## src/rtl/dhf_pkg.sv

```systemverilog
// dhf_pkg: shared types, constants and sizes for the hex float text formatter
// no dependencies; every other file in rtl imports it
package dhf_pkg;

  // longest text the block emits, in characters
  localparam int unsigned MAX_FIELD = 48;
  // width of the internal length arithmetic (holds MAX_FIELD plus the tail)
  localparam int unsigned LEN_W = 8;

  // descriptor queue between front and back
  localparam int unsigned Q_DEPTH = 2;
  localparam int unsigned Q_AW    = 1;

  // ascii codes
  localparam logic [7:0] CH_NUL   = 8'h00;
  localparam logic [7:0] CH_MINUS = 8'h2d;
  localparam logic [7:0] CH_PLUS  = 8'h2b;
  localparam logic [7:0] CH_SPACE = 8'h20;
  localparam logic [7:0] CH_POINT = 8'h2e;
  localparam logic [7:0] CH_0     = 8'h30;
  localparam logic [7:0] CH_1     = 8'h31;
  localparam logic [7:0] CH_LC_A  = 8'h61;
  localparam logic [7:0] CH_LC_X  = 8'h78;
  localparam logic [7:0] CH_LC_P  = 8'h70;
  localparam logic [7:0] CH_LC_I  = 8'h69;
  localparam logic [7:0] CH_LC_N  = 8'h6e;
  localparam logic [7:0] CH_LC_F  = 8'h66;
  // clearing this bit turns a lowercase letter into uppercase
  localparam logic [7:0] CASE_MASK = 8'hdf;

  // sign mode codes
  localparam logic [1:0] SMODE_NONE  = 2'd0;
  localparam logic [1:0] SMODE_PLUS  = 2'd1;
  localparam logic [1:0] SMODE_SPACE = 2'd2;

  typedef struct packed {
    logic [63:0] value_bits;
    logic        uppercase;
    logic [1:0]  sign_style;
    logic        alternate;
    logic [5:0]  precision;
  } dhf_in_t;

  typedef struct packed {
    logic [7:0] character;
    logic       last;
    logic       error;
  } dhf_out_t;

  // classified item handed from front to back
  typedef struct packed {
    logic        err;       // emit the single error result
    logic        special;   // inf or nan
    logic        nan;
    logic        upper;
    logic        sign_en;
    logic [7:0]  sign_ch;
    logic        lead_one;
    logic        point;
    logic [5:0]  prec;
    logic [51:0] frac;
    logic        exp_neg;
    logic [2:0]  ndig;      // decimal exponent digits, 1 to 4
    logic [15:0] exp_dig;   // bcd digits, most significant in the top nibble
  } dhf_desc_t;

endpackage

```

## src/rtl/double_to_hex_float_text.sv

```systemverilog
// double_to_hex_float_text: top level of the %a / %A text formatter
// depends on dhf_pkg, dhf_front, dhf_queue, dhf_back
//
// Turns the raw bits of an IEEE double plus format flags into hex float
// text, one ASCII character per output item, last set on the final one;
// a precision above MAX_FIELD (48 by default) or a text longer than
// MAX_FIELD characters gives a single item with error set instead. Fraction
// digits are truncated, never rounded.
// Both sides are queues: push/full in, empty/pop out. An item produces
// 3 to 48 characters, or one item for an error, and the sequencer takes
// a separate idle step to pick up the next descriptor; the character
// sequencer emits one character a cycle while the output register has room.
// Up to two classified items wait between the front and the sequencer, and
// the output register lets the sequencer run ahead by one character.
module double_to_hex_float_text #(
  parameter int unsigned MAX_FIELD = dhf_pkg::MAX_FIELD
) (
  input  logic              clk,
  input  logic              rst_n,
  // input item queue
  input  logic              push,
  output logic              full,
  input  dhf_pkg::dhf_in_t  in_item,
  // result queue
  output logic              empty,
  input  logic              pop,
  output dhf_pkg::dhf_out_t out_item
);
  import dhf_pkg::*;

  dhf_desc_t front_desc;   // classified item from the front part
  dhf_desc_t q_desc;       // oldest waiting descriptor
  logic      q_full;
  logic      q_empty;
  logic      q_pop;
  logic      out_valid;

  // front: sign, exponent in decimal, length check, all in the push cycle
  dhf_front #(
    .MAX_FIELD (MAX_FIELD)
  ) u_front (
    .item (in_item),
    .desc (front_desc)
  );

  // descriptor queue decouples classification from character output
  dhf_queue u_queue (
    .clk   (clk),
    .rst_n (rst_n),
    .push  (push),
    .wdata (front_desc),
    .full  (q_full),
    .pop   (q_pop),
    .rdata (q_desc),
    .empty (q_empty)
  );

  // back: walks the text one character per cycle when the output is free
  dhf_back u_back (
    .clk       (clk),
    .rst_n     (rst_n),
    .q_empty   (q_empty),
    .q_data    (q_desc),
    .q_pop     (q_pop),
    .out_valid (out_valid),
    .out_data  (out_item),
    .out_pop   (pop && out_valid)
  );

  assign full  = q_full;
  assign empty = !out_valid;

endmodule

```

## src/rtl/dhf_front.sv

```systemverilog
// dhf_front: takes one item apart and classifies it into a descriptor
// depends on dhf_pkg
module dhf_front #(
  parameter int unsigned MAX_FIELD = dhf_pkg::MAX_FIELD
) (
  input  dhf_pkg::dhf_in_t   item,
  output dhf_pkg::dhf_desc_t desc
);
  import dhf_pkg::*;

  logic             neg;
  logic [10:0]      bexp;
  logic [51:0]      frac;
  logic             special;
  logic             frac_nz;
  logic [9:0]       mag;
  logic             exp_neg;
  logic [3:0]       hund;
  logic [9:0]       hund_sub;
  logic [6:0]       rem1;
  logic [3:0]       tens;
  logic [6:0]       tens_sub;
  logic [3:0]       ones;
  logic [3:0]       d3;
  logic [3:0]       d2;
  logic [2:0]       ndig;
  logic [15:0]      exp_dig;
  logic             sign_en;
  logic [7:0]       sign_ch;
  logic             point;
  logic [LEN_W-1:0] body_len;
  logic [LEN_W-1:0] total_len;
  logic             err;

  assign neg     = item.value_bits[63];
  assign bexp    = item.value_bits[62:52];
  assign frac    = item.value_bits[51:0];
  assign special = (bexp == 11'h7ff);
  assign frac_nz = (frac != 52'd0);

  // unbiased exponent as sign and magnitude
  always_comb begin
    if (bexp == 11'd0) begin
      mag     = frac_nz ? 10'd1022 : 10'd0;
      exp_neg = frac_nz;
    end else if (bexp >= 11'd1023) begin
      mag     = 10'(bexp - 11'd1023);
      exp_neg = 1'b0;
    end else begin
      mag     = 10'(11'd1023 - bexp);
      exp_neg = 1'b1;
    end
  end

  // decimal digits by parallel threshold compares
  always_comb begin
    hund     = 4'd0;
    hund_sub = 10'd0;
    for (int k = 1; k <= 10; k++) begin
      if (mag >= 10'(k * 100)) begin
        hund     = 4'(k);
        hund_sub = 10'(k * 100);
      end
    end
  end

  assign rem1 = 7'(mag - hund_sub);

  always_comb begin
    tens     = 4'd0;
    tens_sub = 7'd0;
    for (int k = 1; k <= 9; k++) begin
      if (rem1 >= 7'(k * 10)) begin
        tens     = 4'(k);
        tens_sub = 7'(k * 10);
      end
    end
  end

  assign ones = 4'(rem1 - tens_sub);
  assign d3   = (hund == 4'd10) ? 4'd1 : 4'd0;
  assign d2   = (hund == 4'd10) ? 4'd0 : hund;

  always_comb begin
    if (mag >= 10'd1000) begin
      ndig    = 3'd4;
      exp_dig = {d3, d2, tens, ones};
    end else if (mag >= 10'd100) begin
      ndig    = 3'd3;
      exp_dig = {d2, tens, ones, 4'd0};
    end else if (mag >= 10'd10) begin
      ndig    = 3'd2;
      exp_dig = {tens, ones, 8'd0};
    end else begin
      ndig    = 3'd1;
      exp_dig = {ones, 12'd0};
    end
  end

  always_comb begin
    sign_en = 1'b1;
    sign_ch = CH_MINUS;
    if (!neg) begin
      if (!special && item.sign_style == SMODE_PLUS) begin
        sign_ch = CH_PLUS;
      end else if (!special && item.sign_style == SMODE_SPACE) begin
        sign_ch = CH_SPACE;
      end else begin
        sign_en = 1'b0;
      end
    end
  end

  assign point = (item.precision != 6'd0) || item.alternate;

  // sign, "0x", leading digit, point, then the fraction digits
  assign body_len  = LEN_W'(sign_en) + LEN_W'(3) + LEN_W'(point)
                   + LEN_W'(item.precision);
  // plus 'p', exponent sign and exponent digits
  assign total_len = body_len + LEN_W'(2) + LEN_W'(ndig);

  assign err = (LEN_W'(item.precision) > LEN_W'(MAX_FIELD))
            || (!special && item.precision != 6'd0 && body_len >= LEN_W'(MAX_FIELD))
            || (!special && total_len > LEN_W'(MAX_FIELD));

  always_comb begin
    desc.err      = err;
    desc.special  = special;
    desc.nan      = frac_nz;
    desc.upper    = item.uppercase;
    desc.sign_en  = sign_en;
    desc.sign_ch  = sign_ch;
    desc.lead_one = (bexp != 11'd0);
    desc.point    = point;
    desc.prec     = item.precision;
    desc.frac     = frac;
    desc.exp_neg  = exp_neg;
    desc.ndig     = ndig;
    desc.exp_dig  = exp_dig;
  end

endmodule

```

## src/rtl/dhf_queue.sv

```systemverilog
// dhf_queue: short descriptor queue between the front and back parts
// depends on dhf_pkg
module dhf_queue (
  input  logic               clk,
  input  logic               rst_n,
  input  logic               push,
  input  dhf_pkg::dhf_desc_t wdata,
  output logic               full,
  input  logic               pop,
  output dhf_pkg::dhf_desc_t rdata,
  output logic               empty
);
  import dhf_pkg::*;

  dhf_desc_t     slot_r [Q_DEPTH];
  logic [Q_AW-1:0] wptr_r, wptr_nxt;
  logic [Q_AW-1:0] rptr_r, rptr_nxt;
  logic [Q_AW:0]   cnt_r, cnt_nxt;
  logic            do_push;
  logic            do_pop;

  assign full    = (cnt_r == (Q_AW+1)'(Q_DEPTH));
  assign empty   = (cnt_r == '0);
  assign do_push = push && !full;
  assign do_pop  = pop && !empty;
  assign rdata   = slot_r[rptr_r];

  always_comb begin
    wptr_nxt = do_push ? Q_AW'(wptr_r + 1'b1) : wptr_r;
    rptr_nxt = do_pop  ? Q_AW'(rptr_r + 1'b1) : rptr_r;
    cnt_nxt  = cnt_r + (Q_AW+1)'(do_push) - (Q_AW+1)'(do_pop);
  end

  always_ff @(posedge clk) begin
    if (!rst_n) begin
      wptr_r <= '0;
      rptr_r <= '0;
      cnt_r  <= '0;
    end else begin
      wptr_r <= wptr_nxt;
      rptr_r <= rptr_nxt;
      cnt_r  <= cnt_nxt;
    end
  end

  always_ff @(posedge clk) begin
    if (do_push) begin
      slot_r[wptr_r] <= wdata;
    end
  end

endmodule

```

## src/rtl/dhf_back.sv

```systemverilog
// dhf_back: character sequencer, one character per cycle into the output register while it has room
// depends on dhf_pkg
module dhf_back (
  input  logic               clk,
  input  logic               rst_n,
  input  logic               q_empty,
  input  dhf_pkg::dhf_desc_t q_data,
  output logic               q_pop,
  output logic               out_valid,
  output dhf_pkg::dhf_out_t  out_data,
  input  logic               out_pop
);
  import dhf_pkg::*;

  localparam logic [3:0] ST_IDLE  = 4'd0;
  localparam logic [3:0] ST_SIGN  = 4'd1;
  localparam logic [3:0] ST_WORD  = 4'd2;
  localparam logic [3:0] ST_ZERO  = 4'd3;
  localparam logic [3:0] ST_X     = 4'd4;
  localparam logic [3:0] ST_LEAD  = 4'd5;
  localparam logic [3:0] ST_POINT = 4'd6;
  localparam logic [3:0] ST_DIGIT = 4'd7;
  localparam logic [3:0] ST_P     = 4'd8;
  localparam logic [3:0] ST_ESIGN = 4'd9;
  localparam logic [3:0] ST_EXP   = 4'd10;
  localparam logic [3:0] ST_ERR   = 4'd11;

  function automatic logic [7:0] up(input logic [7:0] c, input logic upper);
    return upper ? (c & CASE_MASK) : c;
  endfunction

  function automatic logic [7:0] hex_char(input logic [3:0] d, input logic upper);
    logic [7:0] c;
    if (d < 4'd10) begin
      c = CH_0 + {4'd0, d};
    end else begin
      c = up(CH_LC_A, upper) + {4'd0, d} - 8'd10;
    end
    return c;
  endfunction

  function automatic logic [7:0] word_char(input logic nan, input logic [1:0] idx);
    logic [7:0] c;
    unique case (idx)
      2'd0:    c = nan ? CH_LC_N : CH_LC_I;
      2'd1:    c = nan ? CH_LC_A : CH_LC_N;
      default: c = nan ? CH_LC_N : CH_LC_F;
    endcase
    return c;
  endfunction

  logic [3:0]  state_r, state_nxt;
  logic [5:0]  cnt_r, cnt_nxt;
  dhf_desc_t   desc_r, desc_nxt;
  logic [51:0] frac_r, frac_nxt;
  logic [15:0] expd_r, expd_nxt;
  logic        out_valid_r, out_valid_nxt;
  dhf_out_t    out_r, out_nxt;
  logic        slot_free;
  logic        emit;

  assign slot_free = !out_valid_r || out_pop;
  assign out_valid = out_valid_r;
  assign out_data  = out_r;

  always_comb begin
    state_nxt = state_r;
    cnt_nxt   = cnt_r;
    desc_nxt  = desc_r;
    frac_nxt  = frac_r;
    expd_nxt  = expd_r;
    q_pop     = 1'b0;
    emit      = 1'b0;
    out_nxt   = out_r;
    out_nxt.last  = 1'b0;
    out_nxt.error = 1'b0;
    unique case (state_r)
      ST_IDLE: begin
        if (!q_empty) begin
          q_pop    = 1'b1;
          desc_nxt = q_data;
          frac_nxt = q_data.frac;
          expd_nxt = q_data.exp_dig;
          cnt_nxt  = '0;
          priority if (q_data.err) begin
            state_nxt = ST_ERR;
          end else if (q_data.sign_en) begin
            state_nxt = ST_SIGN;
          end else if (q_data.special) begin
            state_nxt = ST_WORD;
          end else begin
            state_nxt = ST_ZERO;
          end
        end
      end
      ST_SIGN: begin
        if (slot_free) begin
          emit              = 1'b1;
          out_nxt.character = desc_r.sign_ch;
          state_nxt         = desc_r.special ? ST_WORD : ST_ZERO;
        end
      end
      ST_WORD: begin
        if (slot_free) begin
          emit              = 1'b1;
          out_nxt.character = up(word_char(desc_r.nan, cnt_r[1:0]), desc_r.upper);
          cnt_nxt           = cnt_r + 6'd1;
          if (cnt_r == 6'd2) begin
            out_nxt.last = 1'b1;
            state_nxt    = ST_IDLE;
          end
        end
      end
      ST_ZERO: begin
        if (slot_free) begin
          emit              = 1'b1;
          out_nxt.character = CH_0;
          state_nxt         = ST_X;
        end
      end
      ST_X: begin
        if (slot_free) begin
          emit              = 1'b1;
          out_nxt.character = up(CH_LC_X, desc_r.upper);
          state_nxt         = ST_LEAD;
        end
      end
      ST_LEAD: begin
        if (slot_free) begin
          emit              = 1'b1;
          out_nxt.character = desc_r.lead_one ? CH_1 : CH_0;
          state_nxt         = desc_r.point ? ST_POINT : ST_P;
        end
      end
      ST_POINT: begin
        if (slot_free) begin
          emit              = 1'b1;
          out_nxt.character = CH_POINT;
          state_nxt         = (desc_r.prec != 6'd0) ? ST_DIGIT : ST_P;
        end
      end
      ST_DIGIT: begin
        // fraction shifts out a nibble at a time; zeros follow the 13th digit
        if (slot_free) begin
          emit              = 1'b1;
          out_nxt.character = hex_char(frac_r[51:48], desc_r.upper);
          frac_nxt          = {frac_r[47:0], 4'd0};
          cnt_nxt           = cnt_r + 6'd1;
          if (cnt_r == desc_r.prec - 6'd1) begin
            state_nxt = ST_P;
          end
        end
      end
      ST_P: begin
        if (slot_free) begin
          emit              = 1'b1;
          out_nxt.character = up(CH_LC_P, desc_r.upper);
          cnt_nxt           = '0;
          state_nxt         = ST_ESIGN;
        end
      end
      ST_ESIGN: begin
        if (slot_free) begin
          emit              = 1'b1;
          out_nxt.character = desc_r.exp_neg ? CH_MINUS : CH_PLUS;
          state_nxt         = ST_EXP;
        end
      end
      ST_EXP: begin
        if (slot_free) begin
          emit              = 1'b1;
          out_nxt.character = CH_0 + {4'd0, expd_r[15:12]};
          expd_nxt          = {expd_r[11:0], 4'd0};
          cnt_nxt           = cnt_r + 6'd1;
          if (cnt_r == {3'd0, desc_r.ndig} - 6'd1) begin
            out_nxt.last = 1'b1;
            state_nxt    = ST_IDLE;
          end
        end
      end
      ST_ERR: begin
        if (slot_free) begin
          emit              = 1'b1;
          out_nxt.character = CH_NUL;
          out_nxt.last      = 1'b1;
          out_nxt.error     = 1'b1;
          state_nxt         = ST_IDLE;
        end
      end
      default: begin
        state_nxt = ST_IDLE;
      end
    endcase
    out_valid_nxt = emit ? 1'b1 : (out_pop ? 1'b0 : out_valid_r);
  end

  always_ff @(posedge clk) begin
    if (!rst_n) begin
      state_r     <= ST_IDLE;
      cnt_r       <= '0;
      out_valid_r <= 1'b0;
    end else begin
      state_r     <= state_nxt;
      cnt_r       <= cnt_nxt;
      out_valid_r <= out_valid_nxt;
    end
  end

  always_ff @(posedge clk) begin
    desc_r <= desc_nxt;
    frac_r <= frac_nxt;
    expd_r <= expd_nxt;
    if (emit) begin
      out_r <= out_nxt;
    end
  end

endmodule

```

## config.mk

```make
export PLATFORM = sky130hd
export DESIGN_NAME = double_to_hex_float_text
export DESIGN_NICKNAME = d
export VERILOG_FILES = /design/src/rtl/dhf_pkg.sv /design/src/rtl/double_to_hex_float_text.sv /design/src/rtl/dhf_front.sv /design/src/rtl/dhf_queue.sv /design/src/rtl/dhf_back.sv
export SDC_FILE = /design/constraint.sdc
export NUM_CORES = 1
export LEC_CHECK = 0
export ABC_AREA = 1
export BUFFER_PORTS_ARGS = -buffer_cell sky130_fd_sc_hd__buf_2
export CAP_MARGIN = 5
export CORE_MARGIN = 8
export CORE_UTILIZATION = 35
export CTS_CLUSTER_SIZE = 20
export DETAILED_ROUTE_END_ITERATION = 10
export PLACE_DENSITY = 0.61
export SLEW_MARGIN = 20
export SYNTH_ARGS = -nofsm -noshare
export SYNTH_HDL_FRONTEND = slang
export SYNTH_SLANG_ARGS = --single-unit
```

## constraint.sdc

```tcl
create_clock -name clk -period 12.5 [get_ports clk]
set_clock_uncertainty 0.1 [all_clocks]
set_input_delay 0.625 -clock clk [delete_from_list [all_inputs] [get_ports clk]]
set_output_delay 0.625 -clock clk [all_outputs]
set_load 0.05 [all_outputs]
```

==> results by group <==
Run status
  • Outcome: finished, final reports clean

STA
  • Tcrit/Tclk final: 47.3%
  • Max Clock Freq: 169 MHz
  • Slew HR: around 30%
  • Slew Limit Fails: 0
  • Total negative slack: 0 ns
  • RSZ-0062 raised after global routing: no
  • Worst-margin pin slew: 1.05 ns
  • Final setup violation count: 0
  • Min cycle time layout: 5.92 ns
  • Hold Fails Final Rpt: 0

Yosys
  • Avg Synthesized Cell Area: 10.3 sq um
  • Post-synthesis async set-or-reset flop share: 0%
  • #FFs+latches synth: roughly 290
  • Mapped Cells: 1311
  • Syn Std Cell Area: ~13000 sq um
  • Post-synth EDFFs: between 200 and 300
  • Sequential fraction of the synthesis area: 62.9%
  • Synth warn: 0
  • Unique masters post-synth: 56
  • Synth Flop Type: edfxtp_1
  • Syn Nets: about 1400

Critical path
  • Critical Path AT: 6.11 ns
  • R2R Setup Slk: 8.66 ns
  • CP top delay family: simple AND/OR/NAND/NOR gates
  • Crit start category: primary input
  • Top cell by count, worst path: nand2_1
  • R2R Path End: u_back.expd_r[3]
  • CP Max Fanout: 5
  • Cells on worst reg2reg path: 8
  • Slowest-stage cell, CP: fa_1
  • Required time of the worst setup path: 12.69 ns
  • CP peak stage delay: 0.39 ns
  • Worst Path Buf+Inv: 7
  • Crit path kind: primary input to register
  • CP Capture Type: register
  • R2R Path Start: u_back.state_r[3]

Routing
  • Wire per inst: between 15 and 20 microns
  • Drc violations: 0
  • Routed wire length: 30.5 mm
  • Initial drt markers: about 530
  • Drt pass-1 iters: 5
  • Vias: ~9400
  • Antenna viol nets, final: 0
  • Via density: 4.87

Floorplan
  • Row cnt: 71
  • Core area: 37800 sq um
  • I/O pins: 90
  • Die Ht: 212 microns
  • Starting Density: between 30% and 40%
  • Die area: 44900 sq um
  • Die X-Extent: 212 microns

Finish
  • Share of layout cells above drive strength 1: 13.4%
  • Diodes inserted: 0
  • Fillers: between 3000 and 4000
  • Layout Area Growth over Synthesis: 14.8%
  • Fin area: 15400 sq um
  • Seq. cell area: roughly 8500 sq um
  • NumNets Final: 1511
  • Area of the multi-input gates: ~4400 sq um

GRT
  • Largest net degree at the start of global routing: 97
  • Antenna violations before repair: 0
  • Vias in the first global route: ~9300
  • Total track usage: 13.4%
  • First-pass GRT wire length: 49.0 mm
  • GR Overflow Total: 0

Clock network
  • Clk buf depth: 3
  • CTS tree: done
  • Clk_lat worst skew: about 0.56 ns
  • Clk slew on worst S/H paths: 0.06 ns
  • Cts hold-fix bufs: 0
  • TritonCTS Buffers: 28
  • Setup Buffers After CTS: 0
  • Clk sinks: 287
  • Post_cts resized: 0
  • Clk root buf: clkbuf_16
  • H-tree levels: 1

Pwr
  • Switch share: 34.0%
  • Flop pwr share: 44.2%
  • LEAKAGE: between 6 and 7 nW
  • Internal power: 0.00215 W
  • Power Dens Cells: 211 nW/um^2
  • Clock share of power: 26.3%
  • Combinational power share: 29.5%
  • Switching power: between 0.001 and 0.0015 W
  • Worst VDD drop: 124 uV

Place
  • PortBufs: 88
  • Hpwl dp: 20.6 mm
  • Area post-placement: 14500 sq um
  • GP Congestion: 0.875

Min path
  • Hold Path Class: primary input to register
  • HP Start: in_item[15]
  • Hold Path Cell Cnt: 1
  • WHS Endpoint: u_queue.slot_r[0][25]

Job
  • Max Cap Violations: 0
[Yosys cell counts (17+ instances only)]
library cell / number / area (sq um)
clkbuf_1: 34 / 128
nand2_2: 17 / 106
a21oi_1: 44 / 220
o21ai_0: 33 / 165
a31oi_1: 62 / 388
nor2_1: 182 / 683
ha_1: 25 / 313
nand3_1: 30 / 150
inv_1: 116 / 435
edfxtp_1: 271 / 8140
nand2_1: 340 / 1280
[how the worst max path moves through the flow]
stage                            from                     to  slack, ns  cells past startpoint
finish                    in_item[45]   u_queue.slot_r[1][7]       6.58                     44
global route              in_item[45]   u_queue.slot_r[1][7]       5.93                     44
CTS                       in_item[45]   u_queue.slot_r[1][7]       6.62                     44
detailed placement        in_item[45]   u_queue.slot_r[1][7]       6.04                     44
global placement          in_item[62]  u_queue.slot_r[0][15]       6.17                     43
floorplan           u_back.state_r[2]       u_back.frac_r[0]       6.89                      7
[metal layers]
metal,up-vias,GRT usage (%),share of wire [%]
li1,4688,-,-
met1,4497,17.7,46
met2,210,22.8,48
met3,38,1.72,4.5
met4,0,3.86,1.9
met5,-,0,0
[power groups by stage]
stage	Sequential [W]	Clock, W	Combinational, W
floorplan	0.00152	0	0.000644
global placement	0.00146	0	0.000956
detailed placement	0.00146	0	0.000970
CTS	0.00144	0.000880	0.000973
global route	0.00146	0.000913	0.00109
finish	0.00144	0.000856	0.000962
[final cells by class]
cell class	instances	area share [%]
clock inverter	10	1.01
tap	511	4.14
multi-input combinational	864	28.5
sequential	287	54.8
inverter	125	3.07
clock buffer	42	5.14
timing repair buffer	97	3.29
[stage by stage]
step	hold WS, ns	total power, W	utilization (%)	setup slack [ns]	cells
floorplan	0.325	0.00216	-	6.89	1311
global placement	0.331	0.00241	38.4	6.17	1884
detailed placement	0.365	0.00243	38.4	6.04	1884
CTS	0.125	0.00329	40.9	6.62	1936
global route	0.133	0.00346	40.9	5.93	1936
finish	0.164	0.00326	40.9	6.58	1936
[layout by cell type, fill, tap and decap left out, types with 3 or more instances in the layout]
cell	n
clkbuf_1	10
fa_1	5
buf_4	9
ha_1	25
o2111ai_1	3
inv_2	5
clkinv_2	3
xor2_1	16
nor2_4	5
edfxtp_1	271
nand4_1	16
nor4_1	4
o211ai_1	5
bufinv_16	3
a31oi_1	62
nand2_2	17
inv_1	115
nand2_1	340
nand3_2	6
o21ai_0	32
clkbuf_8	4
buf_2	88
a21oi_2	3
a211oi_1	5
xnor2_1	6
dfxtp_1	15
o22ai_1	5
o21a_1	3
o21ai_1	4
clkinv_1	5
nor2_1	180
nand3_1	30
a2111oi_0	3
a21oi_1	43
nor2_2	5
clkbuf_16	28
nor3_1	11
[cells by family after synthesis]
group	Yosys count	synth area share, %
other	1	0.0279
multiplexers	2	0.149
AO/OA/AOI/OAI	182	8.23
flip-flops	287	62.9
adder cells (fa/ha/maj)	30	3.07
XOR/XNOR	22	1.43
AND/OR/NAND/NOR	627	19.6
buffers and inverters	160	4.53
[flip-flops by register name, indices dropped and copies added, names as in the netlist, named ones only]
signal and cells:
u_back.cnt_r 6, u_back.desc_r 18, u_back.expd_r 16, u_back.frac_r 52, u_back.out_data 9, u_back.out_valid 1, u_back.state_r 4, u_queue.cnt_r 2
u_queue.rptr_r 1, u_queue.slot_r 176, u_queue.wptr_r 1
No activity file was read; power rests on OpenSTA's default activity.
